`src/lsts_pkg.sv`:
```
package lsts_pkg;

    localparam int DIM_MAX     = 1024;
    localparam int K_MAX       = 16;
    localparam int CENT_DEPTH  = 256;
    localparam int LANES       = 8;
    localparam int GROUPS      = (DIM_MAX + LANES - 1) / LANES;
    localparam int GP_W        = $clog2(GROUPS);
    localparam int DIM_W       = $clog2(DIM_MAX);
    localparam int ACC_W       = 48;
    localparam int SCORE_W     = 64;
    localparam int ID_W        = 16;
    localparam int KCNT_W      = $clog2(K_MAX + 1);
    localparam int KIDX_W      = (K_MAX > 1) ? $clog2(K_MAX) : 1;

    typedef enum logic [1:0] {
        KIND_CENT   = 2'd0,
        KIND_QUERY  = 2'd1,
        KIND_GROUP  = 2'd2,
        KIND_FINISH = 2'd3
    } kind_t;

    typedef enum logic [1:0] {
        CFG_BITS = 2'd0,
        CFG_DIM  = 2'd1,
        CFG_TOPK = 2'd2
    } cfg_idx_t;

    typedef enum logic [1:0] {
        ST_RUN,
        ST_DOT,
        ST_SCORE,
        ST_DRAIN
    } state_t;

    // offer broadcast to the cell row
    typedef struct packed {
        logic                      ins;
        logic signed [SCORE_W-1:0] score;
        logic [ID_W-1:0]           id;
    } offer_t;

endpackage

```
`src/lsts_cell.sv`:
```
module lsts_cell
    import lsts_pkg::*;
(
    input  logic                      clk,
    input  logic                      rst_n,
    input  offer_t                    offer,
    input  logic                      clr,
    input  logic                      shift,
    input  logic                      prev_valid,
    input  logic signed [SCORE_W-1:0] prev_score,
    input  logic [ID_W-1:0]           prev_id,
    input  logic                      prev_take,
    input  logic                      next_pad_valid,
    input  logic signed [SCORE_W-1:0] next_score,
    input  logic [ID_W-1:0]           next_id,
    output logic                      take,
    output logic                      valid,
    output logic signed [SCORE_W-1:0] score,
    output logic [ID_W-1:0]           id
);

    logic                      valid_reg, valid_next;
    logic signed [SCORE_W-1:0] score_reg, score_next;
    logic [ID_W-1:0]           id_reg, id_next;

    // new entry goes before this cell's entry if strictly greater or cell empty
    assign take = !valid_reg || (offer.score > score_reg);

    // prev_valid is tied high on the first cell
    always_comb
    begin
        valid_next = valid_reg;
        score_next = score_reg;
        id_next    = id_reg;
        if (clr)
        begin
            valid_next = 1'b0;
        end
        else if (shift)
        begin
            valid_next = next_pad_valid;
            score_next = next_score;
            id_next    = next_id;
        end
        else if (offer.ins && take && prev_valid)
        begin
            valid_next = 1'b1;
            if (prev_take)
            begin
                score_next = prev_score;
                id_next    = prev_id;
            end
            else
            begin
                score_next = offer.score;
                id_next    = offer.id;
            end
        end
    end

    always_ff @(posedge clk or negedge rst_n)
    begin
        if (!rst_n)
        begin
            valid_reg <= 1'b0;
        end
        else
        begin
            valid_reg <= valid_next;
        end
    end

    always_ff @(posedge clk)
    begin
        score_reg <= score_next;
        id_reg    <= id_next;
    end

    assign valid = valid_reg;
    assign score = score_reg;
    assign id    = id_reg;

endmodule

```
`config.mk`:
```
export PLATFORM = sky130hd
export DESIGN_NAME = lsts_cell
export DESIGN_NICKNAME = d
export VERILOG_FILES = /design/src/lsts_pkg.sv /design/src/lsts_cell.sv
export SDC_FILE = /design/constraint.sdc
export NUM_CORES = 1
export LEC_CHECK = 0
export ABC_CLOCK_PERIOD_IN_PS = 14050
export BUFFER_PORTS_ARGS = -buffer_cell sky130_fd_sc_hd__buf_2
export CORE_ASPECT_RATIO = 0.6
export CORE_MARGIN = 8
export CORE_UTILIZATION = 49
export DETAILED_ROUTE_END_ITERATION = 12
export GPL_ROUTABILITY_DRIVEN = 0
export PLACE_DENSITY = 0.88
export SLEW_MARGIN = 20
export SYNTH_ARGS = -nofsm -noshare
export SYNTH_HDL_FRONTEND = slang
export SYNTH_SLANG_ARGS = --single-unit
```
`constraint.sdc`:
```
create_clock -name clk -period 14.05 [get_ports clk]
set_clock_uncertainty 0.1 [all_clocks]
set_input_delay 1.405 -clock clk [delete_from_list [all_inputs] [get_ports clk]]
set_output_delay 1.405 -clock clk [all_outputs]
set_load 0.02 [all_outputs]
```
==> results of run 1 <==
-- layout make-up --
cell class | count | area (sq um)
fillers | 902 | 3530
multi-input cells | 417 | 2980
flip-flops and latches | 81 | 2430
repair buffers | 333 | 1680
inverters | 69 | 259
clock buffers | 11 | 233
well taps | 160 | 200
clock inverters | 5 | 56.3
diodes | 1 | 2.50
-- cell usage after synthesis, drive strengths merged, types with 2 or more instances --
cell type	instances	share of area, %
clkbuf	19	1.2
nor4	3	0.59
a221oi	3	0.46
edfxtp	80	42
and4	2	0.30
nor2b	4	0.43
nor2	4	0.26
o21a	2	0.26
buf	8	0.69
nand2	97	6.3
nand3	8	0.69
nand4	13	1.7
ha	64	14
a21oi	30	2.6
inv	69	4.5
mux2i	80	14
o21ai	89	7.7
nor3	5	0.43
-- routing by layer --
metal | up-vias | track usage (%) | wire [um]
met5 | - | 0 | 0
met4 | 0 | 5.86 | 320
met3 | 28 | 8.11 | 2030
met2 | 266 | 43.6 | 10000
met1 | 2550 | 28.4 | 7750
li1 | 2767 | - | -
-- report_power, final --
part | total, uW | internal (uW) | switching [uW]
Sequential | 295 | 287 | 7.40
Clock | 234 | 138 | 96.1
Combinational | 175 | 74.1 | 101
-- tightest hold or removal path: stages, from the launching register on --
cell and delay [ps]:
dfrtp_1 450, a21oi_1 60, nor2_1 80, a21oi_1 50, nor2_1 80
-- through the flow --
step | cells | utilization, % | hold WS [ps]
2_1_floorplan | 594 | - | 650
5_1_grt | 1077 | 68.9 | 723
4_1_cts | 1076 | 68.9 | 667
3_5_place_dp | 1060 | 66.4 | 639
3_3_place_gp | 1060 | 66.4 | 627
6_report | 1077 | 68.9 | 668
-- final timing paths --
| kind | endpoint | slack, ps | cells after the start |
|---|---|---|---|
| worst max-delay path | take | 8990 | 9 |
| worst min-delay path | valid | 670 | 4 |
| worst max register to register | id[10] | 10580 | 9 |
| worst min register to register | valid | 670 | 4 |
| max in group asynchronous | valid | 13030 | 1 |
| min in group asynchronous | valid | 740 | 1 |
-- cells by family (layout without fill, tap and decap cells) --
| family | Yosys count | after routing |
|---|---|---|
| AO/OA/AOI/OAI | 137 | 137 |
| flip-flops | 81 | 81 |
| other | 0 | 1 |
| adder cells (fa/ha/maj) | 64 | 64 |
| AND/OR/NAND/NOR | 136 | 136 |
| multiplexers | 80 | 80 |
| buffers and inverters | 96 | 418 |
==> key figures, run 1 <==
Global route
  – Largest net degree at the start of global routing: 91
  – First-pass GRT wire length: just over 30000 um
  – Initial antenna violation count: 1
  – Vias in the first global route: slightly below 6000
  – Total global routing track utilization: about a quarter
  – Total gr overflow: 0

Timing
  – Fmax: approximately 0.20 GHz
  – Final Hold Viols: 0
  – Period Utilization, post-route: between 30% and 40%
  – Endpoints failing setup: 0
  – Worst slew margin: 46.0%
  – Final worst setup slack: 8990 ps
  – Setup TNS: 0 ps
  – Slew @ Worst Pin: between 800 and 900 ps
  – Max Slew Vio Count: 0
  – Unrepaired setup endpoints after global routing: no
  – Min Tclk post-route: between 5000 and 6000 ps

Setup path
  – CP required: 12550 ps
  – Crit path DAT: roughly 3600 ps
  – Crit. End Element: output port
  – WP buf/inv: 2
  – CP startpoint: offer[46]
  – Startpoint types: input port
  – CP Cell Sequence: buf_2, ha_1, nand4_1, nor4_1, nand3_1, o22ai_1, a31o_1, nand3_1, buf_2
  – CP Class: in -> out
  – Critical path's slowest cell: nor4_1
  – Delay-heaviest family, CP: simple AND/OR/NAND/NOR gates
  – Peak fanout along the critical path: 3
  – FF-to-FF Start: score[22]
  – Critical path's largest stage delay: 740 ps

Clock tree
  – Max Root-Sink Buffers: 2
  – CTS tree: yes
  – Clk slew on worst S/H paths: 60 ps
  – CTS H-tree lvls: 3
  – Hold-fix buffers, CTS: 0
  – Clock root cell: clkbuf_16
  – Post-CTS sizing: 0
  – Sink Count: 81
  – CTS buffer count: 9
  – Setup Fix Bufs, Post-CTS: 0
  – Clk_lat worst skew: about 330 ps

Detailed routing
  – Final ANT Viol Nets: 0
  – Total Wirelength: just over 20000 um
  – DR WL/cell: between 15 and 20 um
  – Initial DRC count: between 200 and 300
  – Vias/cell: around 5.2
  – DRC: 0
  – Vias: around 5600
  – Pre-Repair DR Iteration Count: 5

Run status
  – Status: completed

Pwr
  – Max IR drop VDD: 0.0592 mV
  – Power per cell area: approximately 90 nW/um^2
  – Leakage: about 0.0040 uW
  – Power Total: 703 uW

Cells and area
  – Most common cell after layout, fill and taps aside: buf_2
  – P&R area growth vs syn: 36.0%
  – Largest register FFs: 64
  – Finished Cell Area: ~7800 sq um
  – Most frequent cells in the layout: buf_2 (327), nand2_1 (97), o21ai_0 (88), mux2i_1 (80), edfxtp_1 (80)
  – Share of cells above drive strength 1: roughly 38%
  – Nets: around 1200

Logic synthesis
  – Post-synthesis simple-gate area fraction: around 11%
  – Mapped cell area: just under 6000 sq um
  – Ys async rst share: under 10%
  – Xor/xnor share of the synthesized area: 0%
  – Synth unique cells: 35
  – Post-synthesis mux area share: about 14%
  – Syn Nets: between 900 and 1000
  – Sequential share of the synthesized area: between 40% and 50%
  – Mapped Cells: 594
  – Synth Flop Type: edfxtp_1
  – Avg Cell Area, Syn: a little under 10 sq um
  – Largest family of logic cells by synthesized area: adder cells
  – FF+latch count, synth: 81
  – Complex-gate fraction of the synthesized area: around an eighth
  – Post-synth EDFFs: 80
  – Area share of fa/ha/maj cells after synthesis: between 10% and 20%
  – Ys Warns: 0

Floorplanning
  – Die Height: approximately 100 um
  – DIE WIDTH: around 160 um
  – Core ar.: 11400 sq um
  – Cell Rows: 30
  – Ports: 330
  – Starting Density: about 51%
  – Full die area: between 15000 and 20000 sq um

Min path
  – HP Start: valid
  – Worst Hold Class: reg -> reg

Placement
  – DP Wirelength: between 15000 and 20000 um
  – Pre-CTS setup slack: roughly 9000 ps
  – Area after DPL: between 7000 and 8000 sq um
  – Port Buf Inserts: between 300 and 400

Job
  – # Max-Cap Violations: 0
No activity file was read; power rests on OpenSTA's default activity.
==> inputs of run 2 (changes only) <==
ABC_CLOCK_PERIOD_IN_PS = 5270   (was 14050)
CORE_UTILIZATION = 45   (was 49)
PLACE_DENSITY = 0.82   (was 0.88)
clock period = 5.27 ns   (was 14.05 ns; I/O delays follow)
==> key figures, run 2 (synthesis results as in run 1) <==
Cells and area
  – P&R area growth vs syn: 36.8%
  – Non-Filler Instances: around 1100
  – Nets: roughly 1200
  – Largest register FFs: 64
  – Most frequent cells in the layout: buf_2 (327), nand2_1 (97), o21ai_0 (88), mux2i_1 (80), edfxtp_1 (80)
  – Core Util, Final: 62.2%
  – Share of cells above drive strength 1: between 30% and 40%
  – Most common cell after layout, fill and taps aside: buf_2

Clock tree
  – Setup Fix Bufs, Post-CTS: 0
  – Clk slew on worst S/H paths: approximately 60 ps
  – Clock root cell: clkbuf_16
  – Max Root-Sink Buffers: 2
  – CTS H-tree lvls: 3
  – Post-CTS sizing: 0
  – CTS buffer count: 9
  – Clk_lat worst skew: between 300 and 400 ps
  – CTS tree: yes
  – Sink Count: 81
  – Hold-fix buffers, CTS: 1

Pwr
  – Power per cell area: around 240 nW/um^2
  – Logic pwr share: ~24%
  – Leakage: 0.00405 uW
  – Clock power share: 34.9%
  – Max IR drop VDD: ~0.14 mV
  – Power Total: between 1500 and 2000 uW
  – Sw Ratio: approximately 28%
  – Reg power frac: about 40%
  – Int Pwr: ~1400 uW
  – Net switching power: around 540 uW

Timing
  – Min Tclk post-route: ~3400 ps
  – Period Utilization, post-route: between 60% and 70%
  – Setup TNS: 0 ps
  – Final Hold Viols: 0
  – Max Slew Vio Count: 0
  – Slew @ Worst Pin: between 1000 and 1500 ps
  – Unrepaired setup endpoints after global routing: no
  – Endpoints failing setup: 0
  – Worst slew margin: between 30% and 40%
  – Minimum hold slack: 300 ps
  – Fmax: between 0.2 and 0.3 GHz

Detailed routing
  – DR WL/cell: 17.9 um
  – Vias: approximately 5600
  – Initial DRC count: between 200 and 300
  – Total Wirelength: about 20000 um
  – Final ANT Viol Nets: 0
  – DRC: 0
  – Pre-Repair DR Iteration Count: 5
  – Vias/cell: 5.09

Global route
  – First-pass GRT wire length: around 30000 um
  – Initial antenna violation count: 4
  – Largest net degree at the start of global routing: 95
  – Vias in the first global route: roughly 5700
  – Total global routing track utilization: 22.4%
  – Total gr overflow: 0

Placement
  – Post-Place Cells: 1070
  – Port Buf Inserts: between 300 and 400
  – DP Wirelength: ~16000 um

Min path
  – Worst Hold Class: in -> reg
  – HP Start: clr

Floorplanning
  – Die Height: slightly above 100 um
  – Core ar.: 12700 sq um
  – Full die area: between 15000 and 20000 sq um
  – Cell Rows: 32
  – Starting Density: 45.4%
  – Ports: 330
  – DIE WIDTH: around 160 um

Setup path
  – Peak fanout along the critical path: 52
  – Crit. End Element: register
  – CP Class: reg -> reg
  – CP Cell Sequence: inv_1, ha_1, nand4_1, nor4_1, inv_1, o2111ai_1, o31ai_1, a311oi_4, buf_4
  – CP dominant cell by count: inv_1
  – CP startpoint: score[27]
  – FF-to-FF Start: score[27]
  – Critical path's slowest cell: nor4_1
  – Startpoint types: register
  – Crit path DAT: ~3300 ps
  – CP required: roughly 5100 ps
  – Critical path's largest stage delay: 680 ps

Job
  – # Max-Cap Violations: 0

Run status
  – Status: completed
## run 2: worst paths after layout
path	to	slack, ps	depth (start not counted)
min in group asynchronous	valid	410	2
worst min register to register	valid	680	4
worst min-delay path	valid	300	2
max in group asynchronous	valid	4580	2
worst max-delay path	id[13]	1870	9
worst max register to register	id[13]	1870	9
## run 2: power by group through the flow
stage	Combinational [uW]	Sequential, uW	Clock, uW
6_report	464	786	671
5_1_grt	517	790	700
4_1_cts	468	786	687
3_5_place_dp	466	798	0
3_3_place_gp	452	797	0
2_1_floorplan	210	850	0
## run 2: routing by layer
| layer | part of all wire (%) | track usage [%] | vias to the layer above |
|---|---|---|---|
| met3 | 9.3 | 7.11 | 20 |
| met1 | 40 | 26.9 | 2497 |
| met5 | 0.067 | 0 | - |
| li1 | - | - | 2772 |
| met4 | 1.3 | 5.72 | 2 |
| met2 | 49 | 38.2 | 259 |
## run 2: through the flow
stage	instance area (sq um)	worst slack [ps]
floorplan	5780	752
global placement	7560	1690
detailed placement	7560	1630
CTS	7880	1820
global route	7890	1540
finish	7890	1870
## run 2: area by class of cell
cell class / instances / area [sq um]
Sequential cell: 81 / 2430
Fill cell: 1116 / 4800
Antenna cell: 3 / 7.51
Clock buffer: 11 / 233
Inverter: 69 / 259
Timing Repair Buffer: 334 / 1690
Clock inverter: 5 / 80.1
Tap cell: 170 / 213
Multi-Input combinational cell: 417 / 2980
## run 2: worst max-delay path: cells and delay by family, from the launching register on
| family | cells | cell delay [ps] |
|---|---|---|
| compound gates | 3 | 660 |
| buf+inv | 3 | 760 |
| fa+ha+maj | 1 | 310 |
| flops | 1 | 350 |
| simple gates | 2 | 830 |
==> inputs of run 3 (changes only) <==
ABC_CLOCK_PERIOD_IN_PS = 2700   (was 5270)
CORE_UTILIZATION = 41   (was 45)
PLACE_DENSITY = 0.78   (was 0.82)
clock period = 2.7 ns   (was 5.27 ns; I/O delays follow)
==> key figures, run 3 (synthesis results as in run 1) <==
Timing
  – Fmax: 0.355 GHz
  – Slew @ Worst Pin: ~500 ps
  – Min Tclk post-route: around 2800 ps
  – Endpoints failing setup: a little over 80
  – Minimum hold slack: 70.4 ps
  – Worst slew margin: approximately two thirds
  – Max Slew Vio Count: 0
  – Final worst setup slack: -114 ps
  – Final Hold Viols: 0
  – Period Utilization, post-route: 104%
  – Setup TNS: -8170 ps
  – Unrepaired setup endpoints after global routing: yes

Floorplanning
  – Cell Rows: 33
  – Ports: 330
  – Starting Density: between 40% and 50%
  – Full die area: 18200 sq um
  – DIE WIDTH: 169 um
  – Die Height: around 110 um
  – Core ar.: roughly 14000 sq um

Cells and area
  – # diodes: 0
  – Largest register FFs: 64
  – Most common cell after layout, fill and taps aside: buf_2
  – P&R area growth vs syn: 49.9%
  – Fillers: between 1000 and 1500
  – Finished Cell Area: ~8600 sq um
  – Share of cells above drive strength 1: ~44%
  – Most frequent cells in the layout: buf_2 (326), nand2_1 (97), o21ai_0 (88), mux2i_1 (80), edfxtp_1 (80)
  – Nets: between 1000 and 1500

Setup path
  – Crit. End Element: register
  – Critical path's largest stage delay: between 300 and 400 ps
  – WP buf/inv: 3
  – CP Class: reg -> reg
  – Peak fanout along the critical path: 16
  – CP Cell Sequence: inv_1, ha_1, nand4_4, nor4_4, nand2_1, a2bb2oi_1, a31o_1, a311oi_4, buf_6, buf_12
  – Crit path DAT: 2760 ps
  – Startpoint types: register
  – Delay-heaviest family, CP: compound AO/OA/AOI/OAI gates
  – CP required: between 2000 and 3000 ps
  – Critical path's slowest cell: edfxtp_1

Placement
  – Pre-CTS setup slack: -127 ps
  – Port Buf Inserts: approximately 330
  – DP Wirelength: about 17000 um
  – Area after DPL: about 8100 sq um

Clock tree
  – CTS H-tree lvls: 3
  – Sink Count: 81
  – CTS tree: yes
  – CTS buffer count: 9
  – Clk slew on worst S/H paths: ~60 ps
  – Clk_lat worst skew: ~330 ps
  – Max Root-Sink Buffers: 2
  – Clock root cell: clkbuf_16

Min path
  – Worst Hold Class: in -> reg

Pwr
  – Max IR drop VDD: about 0.29 mV
  – Power Total: 3900 uW
  – Leakage: 0.00435 uW
  – Power per cell area: 451 nW/um^2

Detailed routing
  – DR WL/cell: approximately 18 um
  – Vias: between 5000 and 6000
  – Initial DRC count: 308
  – Pre-Repair DR Iteration Count: 4
  – DRC: 0
  – Total Wirelength: approximately 21000 um
  – Final ANT Viol Nets: 0
  – Vias/cell: ~5

Job
  – # Max-Cap Violations: 0

Global route
  – Total global routing track utilization: roughly 22%
  – Initial antenna violation count: 3
  – First-pass GRT wire length: between 30000 and 40000 um
  – Total gr overflow: 0
  – Largest net degree at the start of global routing: slightly above 80
  – Vias in the first global route: ~6200

Run status
  – Failing checks: negative setup slack
  – Status: complete, but fails checks
-- run 3: cell count changes in the layout (fill, tap and decap cells not counted), sizes merged --
cell,previous run,this run
diode,3,0
clkinv,1,2
buf,333,385
clkinvlp,2,1
-- run 3: metal layers --
metal	share of wire (%)	GRT usage, %
met3	7.7	6.85
met2	50	40.5
met4	0.65	3.21
met5	0.13	0
met1	42	26.3
-- run 3: final cells by class --
| type | count | area (sq um) | area share (%) |
|---|---|---|---|
| clock buffer | 10 | 229 | 2.65 |
| clock inverter | 5 | 81.3 | 0.941 |
| inverter | 69 | 259 | 3.00 |
| multi-input combinational | 417 | 3190 | 36.9 |
| sequential | 81 | 2430 | 28.1 |
| tap | 192 | 240 | 2.78 |
| timing repair buffer | 387 | 2220 | 25.6 |
-- run 3: stage by stage --
stage | utilization [%] | instances
2_1_floorplan | - | 594
3_3_place_gp | 59.0 | 1140
3_5_place_dp | 59.0 | 1140
4_1_cts | 62.3 | 1157
5_1_grt | 63.1 | 1161
6_report | 63.1 | 1161
-- run 3: final timing paths --
check	start	to	slack (ps)	cells after the start
worst max-delay path	score[53]	id[13]	-110	10
worst min-delay path	clr	valid	70	2
worst max register to register	score[53]	id[13]	-110	10
worst min register to register	valid	valid	690	4
max in group asynchronous	rst_n	valid	2250	2
min in group asynchronous	rst_n	valid	170	2
-- run 3: power by group --
group | leakage [uW] | internal, uW | total [uW] | switching, uW
logic | 0.00342 | 489 | 1060 | 572
registers | 0.000779 | 1490 | 1530 | 37.3
clock network | 0.000149 | 806 | 1310 | 500
-- run 3: worst reg2reg max path: cells and delay by family, from the launching register on --
kind / cells / cell delay, ps
buffers and inverters: 3 / 420
AOI/OAI and AO/OA: 3 / 700
and+or+nand+nor: 3 / 580
DFF: 1 / 350
adders and majority gates: 1 / 350
-- run 3: repair_timing --
action / CTS / global route
hold buffers: 1 / 0
gates resized for setup: 18 / 6
setup buffers: 1 / 3
pin swaps: 1 / 5
endpoints found under the hold margin: 1 / 0
cloned: 0 / 1
endpoints found under the setup margin: 81 / 81
